**src/hdl/ncrfe_pkg.sv**
```systemverilog
// Shared types, constants and the CRC-16 byte update for the request frame encoder.
// No dependencies; every other file of the encoder imports this package.
package ncrfe_pkg;

  localparam logic [15:0] CrcPoly    = 16'h8F57;
  localparam logic [7:0]  CharOffset = 8'h47;
  localparam logic [7:0]  FrameStart = 8'h23;
  localparam logic [7:0]  FrameEnd   = 8'h0D;
  localparam logic [7:0]  ReadCount  = 8'h10;
  localparam int unsigned PayMax     = 8;
  localparam int unsigned IdxW       = 3;

  localparam logic [1:0] OP_READ   = 2'd0;
  localparam logic [1:0] OP_WRITE1 = 2'd1;
  localparam logic [1:0] OP_WRITE2 = 2'd2;
  localparam logic [1:0] OP_WRITE4 = 2'd3;

  // One classified request: the payload bytes in send order and the index of the last one.
  typedef struct packed {
    logic [PayMax-1:0][7:0] pay;
    logic [IdxW-1:0]        last_idx;
  } req_t;

  typedef enum logic [2:0] {
    ST_IDLE,
    ST_PAY,
    ST_CRC,
    ST_END
  } back_state_e;

  // MSB-first CRC-16 update over one byte, no reflection.
  function automatic logic [15:0] crc16_byte(input logic [15:0] crc_in, input logic [7:0] b);
    logic [15:0] crc;
    logic        top;
    crc = crc_in;
    for (int i = 7; i >= 0; i--) begin
      top = crc[15] ^ b[i];
      crc = {crc[14:0], 1'b0};
      if (top) begin
        crc = crc ^ CrcPoly;
      end
    end
    return crc;
  endfunction

endpackage

```
**src/hdl/ncrfe_front.sv**
```systemverilog
// Front end of the encoder: unpacks a request word and builds its payload bytes.
// Depends on ncrfe_pkg.
module ncrfe_front
  import ncrfe_pkg::*;
(
  input  logic [7:0]  device_address_i,
  input  logic [15:0] parameter_hash_i,
  input  logic [1:0]  opcode_i,
  input  logic [31:0] write_data_i,
  output req_t        req_o
);

  always_comb begin
    req_o.pay      = '0;
    req_o.pay[0]   = device_address_i;
    req_o.pay[2]   = parameter_hash_i[15:8];
    req_o.pay[3]   = parameter_hash_i[7:0];
    case (opcode_i)
      OP_READ: begin
        req_o.pay[1]   = ReadCount;
        req_o.last_idx = IdxW'(3);
      end
      OP_WRITE1: begin
        req_o.pay[1]   = 8'h01;
        req_o.pay[4]   = write_data_i[7:0];
        req_o.last_idx = IdxW'(4);
      end
      OP_WRITE2: begin
        req_o.pay[1]   = 8'h02;
        req_o.pay[4]   = write_data_i[15:8];
        req_o.pay[5]   = write_data_i[7:0];
        req_o.last_idx = IdxW'(5);
      end
      OP_WRITE4: begin
        req_o.pay[1]   = 8'h04;
        req_o.pay[4]   = write_data_i[31:24];
        req_o.pay[5]   = write_data_i[23:16];
        req_o.pay[6]   = write_data_i[15:8];
        req_o.pay[7]   = write_data_i[7:0];
        req_o.last_idx = IdxW'(7);
      end
      default: begin
        req_o.pay[1]   = ReadCount;
        req_o.last_idx = IdxW'(3);
      end
    endcase
  end

endmodule

```
**src/hdl/ncrfe_queue.sv**
```systemverilog
// Small register FIFO of classified requests between the front and back ends.
// Depends on ncrfe_pkg for the request type.
module ncrfe_queue
  import ncrfe_pkg::*;
#(
  parameter int unsigned Depth = 2
) (
  input  logic clk_i,
  input  logic rst_ni,
  input  logic push_i,
  input  req_t push_data_i,
  output logic full_o,
  input  logic pop_i,
  output logic valid_o,
  output req_t head_o
);

  localparam int unsigned PtrW = (Depth > 1) ? $clog2(Depth) : 1;
  localparam int unsigned CntW = $clog2(Depth + 1);
  localparam logic [PtrW-1:0] PtrLast = PtrW'(Depth - 1);

  req_t            mem_q [Depth];
  logic [PtrW-1:0] wr_ptr_q, wr_ptr_d, rd_ptr_q, rd_ptr_d;
  logic [CntW-1:0] count_q, count_d;
  logic            do_push, do_pop;

  assign full_o  = (count_q == CntW'(Depth));
  assign valid_o = (count_q != '0);
  assign head_o  = mem_q[rd_ptr_q];
  assign do_push = push_i && !full_o;
  assign do_pop  = pop_i && valid_o;

  always_comb begin
    wr_ptr_d = wr_ptr_q;
    rd_ptr_d = rd_ptr_q;
    count_d  = count_q;
    if (do_push) begin
      wr_ptr_d = (wr_ptr_q == PtrLast) ? '0 : wr_ptr_q + PtrW'(1);
    end
    if (do_pop) begin
      rd_ptr_d = (rd_ptr_q == PtrLast) ? '0 : rd_ptr_q + PtrW'(1);
    end
    if (do_push && !do_pop) begin
      count_d = count_q + CntW'(1);
    end else if (do_pop && !do_push) begin
      count_d = count_q - CntW'(1);
    end
  end

  always_ff @(posedge clk_i or negedge rst_ni) begin
    if (!rst_ni) begin
      wr_ptr_q <= '0;
      rd_ptr_q <= '0;
      count_q  <= '0;
    end else begin
      wr_ptr_q <= wr_ptr_d;
      rd_ptr_q <= rd_ptr_d;
      count_q  <= count_d;
    end
  end

  always_ff @(posedge clk_i) begin
    if (do_push) begin
      mem_q[wr_ptr_q] <= push_data_i;
    end
  end

endmodule

```
**src/hdl/ncrfe_back.sv**
```systemverilog
// Back end of the encoder: walks one request, updates the CRC and emits the characters.
// Depends on ncrfe_pkg for the request type, the state enum and the CRC function.
module ncrfe_back
  import ncrfe_pkg::*;
(
  input  logic       clk_i,
  input  logic       rst_ni,
  input  logic       req_valid_i,
  input  req_t       req_i,
  output logic       req_pop_o,
  output logic       out_valid_o,
  input  logic       out_ready_i,
  output logic [7:0] out_byte_o,
  output logic       out_last_o
);

  back_state_e     state_q, state_d;
  logic [IdxW-1:0] idx_q, idx_d;
  logic            hi_q, hi_d;
  logic [15:0]     crc_q, crc_d;
  logic            out_valid_q;
  logic [7:0]      out_byte_q;
  logic            out_last_q;

  logic            can_load;
  logic            emit;
  logic [7:0]      emit_byte;
  logic            emit_last;
  logic [7:0]      cur_byte;
  logic [3:0]      nib;
  logic            at_last;

  assign can_load = !out_valid_q || out_ready_i;

  // Byte under coding in this state; nibble picked by the half flag.
  always_comb begin
    if (state_q == ST_CRC) begin
      cur_byte = idx_q[0] ? crc_q[7:0] : crc_q[15:8];
    end else begin
      cur_byte = req_i.pay[idx_q];
    end
    nib = hi_q ? cur_byte[7:4] : cur_byte[3:0];
  end

  assign at_last = (state_q == ST_PAY) ? (idx_q == req_i.last_idx) : idx_q[0];

  // Next state.
  always_comb begin
    state_d = state_q;
    case (state_q)
      ST_IDLE: if (req_valid_i && can_load) state_d = ST_PAY;
      ST_PAY:  if (can_load && !hi_q && at_last) state_d = ST_CRC;
      ST_CRC:  if (can_load && !hi_q && at_last) state_d = ST_END;
      ST_END:  if (can_load) state_d = ST_IDLE;
      default: state_d = ST_IDLE;
    endcase
  end

  // Character selection and counter updates.
  always_comb begin
    emit      = 1'b0;
    emit_byte = 8'h00;
    emit_last = 1'b0;
    req_pop_o = 1'b0;
    idx_d     = idx_q;
    hi_d      = hi_q;
    crc_d     = crc_q;
    case (state_q)
      ST_IDLE: begin
        emit      = req_valid_i;
        emit_byte = FrameStart;
        if (req_valid_i && can_load) begin
          idx_d = '0;
          hi_d  = 1'b1;
          crc_d = '0;
        end
      end
      ST_PAY, ST_CRC: begin
        emit      = 1'b1;
        emit_byte = {4'h0, nib} + CharOffset;
        if (can_load) begin
          hi_d = !hi_q;
          if (!hi_q) begin
            if (state_q == ST_PAY) begin
              crc_d = crc16_byte(crc_q, cur_byte);
            end
            idx_d = at_last ? '0 : idx_q + IdxW'(1);
          end
        end
      end
      ST_END: begin
        emit      = 1'b1;
        emit_byte = FrameEnd;
        emit_last = 1'b1;
        req_pop_o = can_load;
      end
      default: begin
        emit = 1'b0;
      end
    endcase
  end

  always_ff @(posedge clk_i or negedge rst_ni) begin
    if (!rst_ni) begin
      state_q     <= ST_IDLE;
      idx_q       <= '0;
      hi_q        <= 1'b1;
      out_valid_q <= 1'b0;
    end else begin
      state_q <= state_d;
      idx_q   <= idx_d;
      hi_q    <= hi_d;
      if (can_load) begin
        out_valid_q <= emit;
      end
    end
  end

  always_ff @(posedge clk_i) begin
    crc_q <= crc_d;
    if (can_load && emit) begin
      out_byte_q <= emit_byte;
      out_last_q <= emit_last;
    end
  end

  assign out_valid_o = out_valid_q;
  assign out_byte_o  = out_byte_q;
  assign out_last_o  = out_last_q;

endmodule

```
**src/hdl/nibble_coded_request_frame_encoder.sv**
```systemverilog
// Top level of the request frame encoder: front end, request queue and back end.
// Depends on ncrfe_pkg, ncrfe_front, ncrfe_queue and ncrfe_back.
//
// Each request word on the slave stream becomes one frame on the master stream: the
// start character 0x23, the payload (address, count byte, hash high, hash low and
// 0, 1, 2 or 4 data bytes, most significant first) followed by its CRC-16 (polynomial
// 0x8F57, initial value 0, MSB first), each byte sent as two characters (high nibble
// plus 0x47, then low nibble plus 0x47), and the end character 0x0D flagged by tlast.
// Frames are 14, 16, 18 or 22 words long. The back end emits one word per cycle while
// the sink is ready, and frames follow each other without a gap. The front end classifies
// a request in the cycle it is accepted
// and parks it in a queue of QueueDepth entries, so new requests are taken while a
// frame is still going out, until the queue is full. The output word sits in a
// register, and the back end keeps producing while the sink takes words every cycle.
module nibble_coded_request_frame_encoder
  import ncrfe_pkg::*;
#(
  parameter int unsigned QueueDepth = 2
) (
  input  logic        clk_i,
  input  logic        rst_ni,
  input  logic        s_axis_tvalid_i,
  output logic        s_axis_tready_o,
  // [7:0] device_address, [23:8] parameter_hash, [25:24] opcode, [57:26] write_data,
  // [63:58] zero fill
  input  logic [63:0] s_axis_tdata_i,
  output logic        m_axis_tvalid_o,
  input  logic        m_axis_tready_i,
  // [7:0] frame_byte
  output logic [7:0]  m_axis_tdata_o,
  // last_in_frame
  output logic        m_axis_tlast_o
);

  req_t front_req;
  req_t head_req;
  logic q_full;
  logic q_valid;
  logic q_pop;
  logic accept;

  assign s_axis_tready_o = !q_full;
  assign accept          = s_axis_tvalid_i && !q_full;

  ncrfe_front u_front (
    .device_address_i (s_axis_tdata_i[7:0]),
    .parameter_hash_i (s_axis_tdata_i[23:8]),
    .opcode_i         (s_axis_tdata_i[25:24]),
    .write_data_i     (s_axis_tdata_i[57:26]),
    .req_o            (front_req)
  );

  ncrfe_queue #(
    .Depth (QueueDepth)
  ) u_queue (
    .clk_i       (clk_i),
    .rst_ni      (rst_ni),
    .push_i      (accept),
    .push_data_i (front_req),
    .full_o      (q_full),
    .pop_i       (q_pop),
    .valid_o     (q_valid),
    .head_o      (head_req)
  );

  ncrfe_back u_back (
    .clk_i       (clk_i),
    .rst_ni      (rst_ni),
    .req_valid_i (q_valid),
    .req_i       (head_req),
    .req_pop_o   (q_pop),
    .out_valid_o (m_axis_tvalid_o),
    .out_ready_i (m_axis_tready_i),
    .out_byte_o  (m_axis_tdata_o),
    .out_last_o  (m_axis_tlast_o)
  );

endmodule

```
**config.mk**
```make
export PLATFORM = sky130hd
export DESIGN_NAME = nibble_coded_request_frame_encoder
export DESIGN_NICKNAME = d
export VERILOG_FILES = /design/src/hdl/ncrfe_pkg.sv /design/src/hdl/ncrfe_front.sv /design/src/hdl/ncrfe_queue.sv /design/src/hdl/ncrfe_back.sv /design/src/hdl/nibble_coded_request_frame_encoder.sv
export SDC_FILE = /design/constraint.sdc
export NUM_CORES = 1
export LEC_CHECK = 0
export ABC_AREA = 1
export ABC_CLOCK_PERIOD_IN_PS = 4340
export BUFFER_PORTS_ARGS = -buffer_cell sky130_fd_sc_hd__buf_4
export CORE_UTILIZATION = 60
export DETAILED_ROUTE_END_ITERATION = 10
export PLACE_DENSITY = 0.85
export SYNTH_ARGS = -nofsm -noshare
export SYNTH_HDL_FRONTEND = slang
export SYNTH_SLANG_ARGS = --single-unit
```
**constraint.sdc**
```tcl
create_clock -name clk_i -period 4.34 [get_ports clk_i]
set_input_delay 0.868 -clock clk_i [delete_from_list [all_inputs] [get_ports clk_i]]
set_output_delay 0.868 -clock clk_i [all_outputs]
set_load 0.02 [all_outputs]
```
==> impl_metrics.yaml <==
worst_setup_path:
  cpMaxStageDelayCell: "buf_4"
  arrival_ns: 3.66
  required_ns: 4.53
  path_depth: 22
  r2r_setup_slack_ns: 0.87
  ff2ff_path_depth: 22
  path_buf_inv: 1
  critPathTopFamily: "simple AND/OR/NAND/NOR gates"
  crit_path_frequent_cell: "nand2_1"
  worst_setup_path_end_kind: "flip-flop"
  crit_path_start_kind: "flip-flop"
  crit_chain: "buf_4 -> nor2_1 -> nor2_1 -> o21ai_0 -> nand3_1 -> nand3_1 -> nand2_1 -> nand2_1 -> nand2_1 -> nand2_1 -> nand2_1 -> nand2_1 -> nand2_2 -> nand3_1 -> nand2_2 -> nand2_1 -> nand3_2 -> nand2_2 -> nand2_2 -> nand2_1 -> nor2_1 -> nor2_1"
  crit_type: "flip-flop to flip-flop"
  cp_max_fo: 65
  max_stage_delay_ns: 0.56
yosys:
  synth_area_um2: 8160
  ys_seq_area_frac: 0.586
  synth_seq_cells: 161
  syn_nets: 911
  syn_inst: 831
  yosysUniqueCellTypes: 37
  avgSynthCellArea_um2: 9.82
  synth_warnings: 0
clock_network:
  postCtsHoldBufs: 0
  h-tree-depth: 4
  cts_buffers: 17
  cts_setup_buffers: 0
  ctsResizeCount: 0
  cts_sinks: 161
  cts_tree: "done"
  clk_latency_ns: 0.43
  clockBufferDepth: 2
  clkSlewWorstSetupHoldPaths_ns: 0.06
  root_buffer: "clkbuf_16"
timing:
  period_needed_ns: 3.47
  finalClockSkew_ns: 0.00719
  clock.fmax_mhz: 288
  post-route-period-util: 0.800
  finalSetupViolCount: 0
  slew_headroom: 0.234
  tns_ns: 0
  finalWorstSetupSlack_ns: 0.869
  slew_violations: 0
  rsz0062_at_grt: "no"
  finalHoldViolations: 0
  worst_pin_slew_ns: 1.15
floorplan:
  die_w_um: 119
  dieArea_um2: 14100
  ios: 79
  floorplan.initialDensity: 0.616
  rows: 42
  core_um2: 13200
  dieHeight_um: 119
outcome:
  status: "finished clean"
finish:
  nets: 978
  fill_cells: 952
  drive_gt1_frac: 0.161
  final_common_cell: "nand2_1"
  layoutNonFillerInstCount: 1087
  final_cell_mix: "nand2_1, edfxtp_1, inv_1"
  diodes: 0
  syn_to_final_growth_pct: 15.5
routing:
  ant_nets: 0
  post_drt_wl_per_cell_um: 16.3
  drt-total-wl_um: 17700
  drc: 0
  drt_iter0_drc: 702
  dr.pass1.iters: 5
  routed_via_density: 5.54
  dr_total_vias: 6025
placed_design:
  io_buffers: 71
  place_ws_ns: 0.945
  place.gp.congestion: 0.893
  dp_cells: 1055
  hpwl_um: 11100
global_routing:
  grt_overflow_total: 0
  grt_pass1_vias: 5930
  antenna_found_initial: 0
  grt_pass1_wl_um: 28800
  grt_usage: 0.268
  grt_max_degree: 66
job:
  max_cap_viol_count: 0
worst_hold_path:
  min_path_type: "primary input to asynchronous set/reset pin"
[state kept, by name, indices dropped and copies added (netlist names)]
name,count
u_back.out_valid_o,1
u_back.idx_q,3
u_back.out_byte_o,7
u_queue.rd_ptr_q,1
u_back.crc_q,16
u_queue.wr_ptr_q,1
u_back.state_q,2
u_queue.mem_q,126
u_back.out_last_o,1
u_queue.count_q,2
u_back.hi_q,1
[cells by family (layout without fill, tap and decap cells)]
| family | Yosys count | in the layout | synth area share |
|---|---|---|---|
| buffers and inverters | 131 | 211 | 0.0724 |
| AND/OR/NAND/NOR | 372 | 372 | 0.192 |
| XOR/XNOR | 37 | 37 | 0.0471 |
| AO/OA/AOI/OAI | 117 | 117 | 0.0831 |
| other | 1 | 1 | 0.000460 |
| flip-flops | 161 | 161 | 0.586 |
| adder cells (fa/ha/maj) | 12 | 12 | 0.0184 |
[area by class of cell]
cell class	count	area, µm²	area share
clock buffers	17	425	0.0452
multi-input cells	539	2800	0.297
well taps	176	220	0.0234
inverters	97	364	0.0386
repair buffers	82	616	0.0653
flip-flops and latches	161	4780	0.508
clock inverters	15	213	0.0226
[per-stage QoR]
step / cell area [µm²] / utilization / hold WS [ns]
final: 9420 / 0.711 / 0.256
after global routing: 9420 / 0.711 / 0.258
after CTS: 9420 / 0.711 / 0.256
after detailed placement: 8780 / 0.663 / 0.507
after global placement: 8780 / 0.663 / 0.481
after floorplan: 8160 / - / 0.468
[per-layer routing]
metal  GRT usage  wire (µm)  up-vias  share of wire
li1            -          -     2895              -
met1       0.340       6960     2824           0.39
met2       0.446       8850      265           0.50
met3      0.0560       1370       41          0.078
met4       0.119        493        0          0.028
met5           0          0        -              0
[Yosys cell counts]
master,number,share of area
o211ai_1,10,0.0092
buf_6,9,0.012
edfxtp_1,150,0.55
nand4_1,1,0.00077
nand2_4,1,0.0014
clkbuf_1,8,0.0037
nor2_4,1,0.0014
nand3b_1,3,0.0028
dfrtp_1,10,0.031
nand2_2,12,0.0092
dfstp_2,1,0.0032
nand3_2,5,0.0061
o32ai_1,2,0.0021
or2_1,1,0.00077
o221ai_1,4,0.0043
xnor2_1,11,0.012
a21oi_1,17,0.010
buf_4,4,0.0037
o21ai_0,47,0.029
a31oi_1,3,0.0023
a21oi_2,1,0.0011
ha_1,12,0.018
buf_2,13,0.0080
o21a_1,3,0.0028
xor2_1,21,0.023
inv_2,7,0.0032
nor2_1,79,0.036
inv_1,86,0.040
a22o_1,8,0.0086
conb_1,1,0.00046
xnor2_2,2,0.0040
nand2_1,204,0.094
nand3_1,65,0.040
xor2_4,2,0.0067
xor2_2,1,0.0020
clkinv_1,4,0.0018
o21ai_1,22,0.013
[final timing paths]
kind / start / end
max in group asynchronous: rst_ni / u_back.hi_q$_DFFE_PN1P_
min reg2reg: u_queue.count_q[0]$_DFFE_PN0P_ / u_queue.count_q[0]$_DFFE_PN0P_
min: rst_ni / u_back.idx_q[2]$_DFFE_PN0P_
max: u_queue.rd_ptr_q$_DFFE_PN0P_ / u_back.crc_q[4]$_SDFFCE_PP0P_
min in group clk_i: u_queue.count_q[0]$_DFFE_PN0P_ / u_queue.count_q[0]$_DFFE_PN0P_
max reg2reg: u_queue.rd_ptr_q$_DFFE_PN0P_ / u_back.crc_q[4]$_SDFFCE_PP0P_
[worst register-to-register path, cell delays in order (launching register included)]
cell and delay [ns]:
dfrtp_2 0.36, buf_4 0.56, nor2_1 0.14, nor2_1 0.11
o21ai_0 0.09, nand3_1 0.11, nand3_1 0.14, nand2_1 0.10
nand2_1 0.09, nand2_1 0.10, nand2_1 0.06, nand2_1 0.15
nand2_1 0.09, nand2_2 0.16, nand3_1 0.16, nand2_2 0.20
nand2_1 0.09, nand3_2 0.09, nand2_2 0.10, nand2_2 0.08
nand2_1 0.09, nor2_1 0.10, nor2_1 0.06
Power is not shown: default switching activity piles up to over one toggle a cycle in this logic, so the estimate is an artifact.
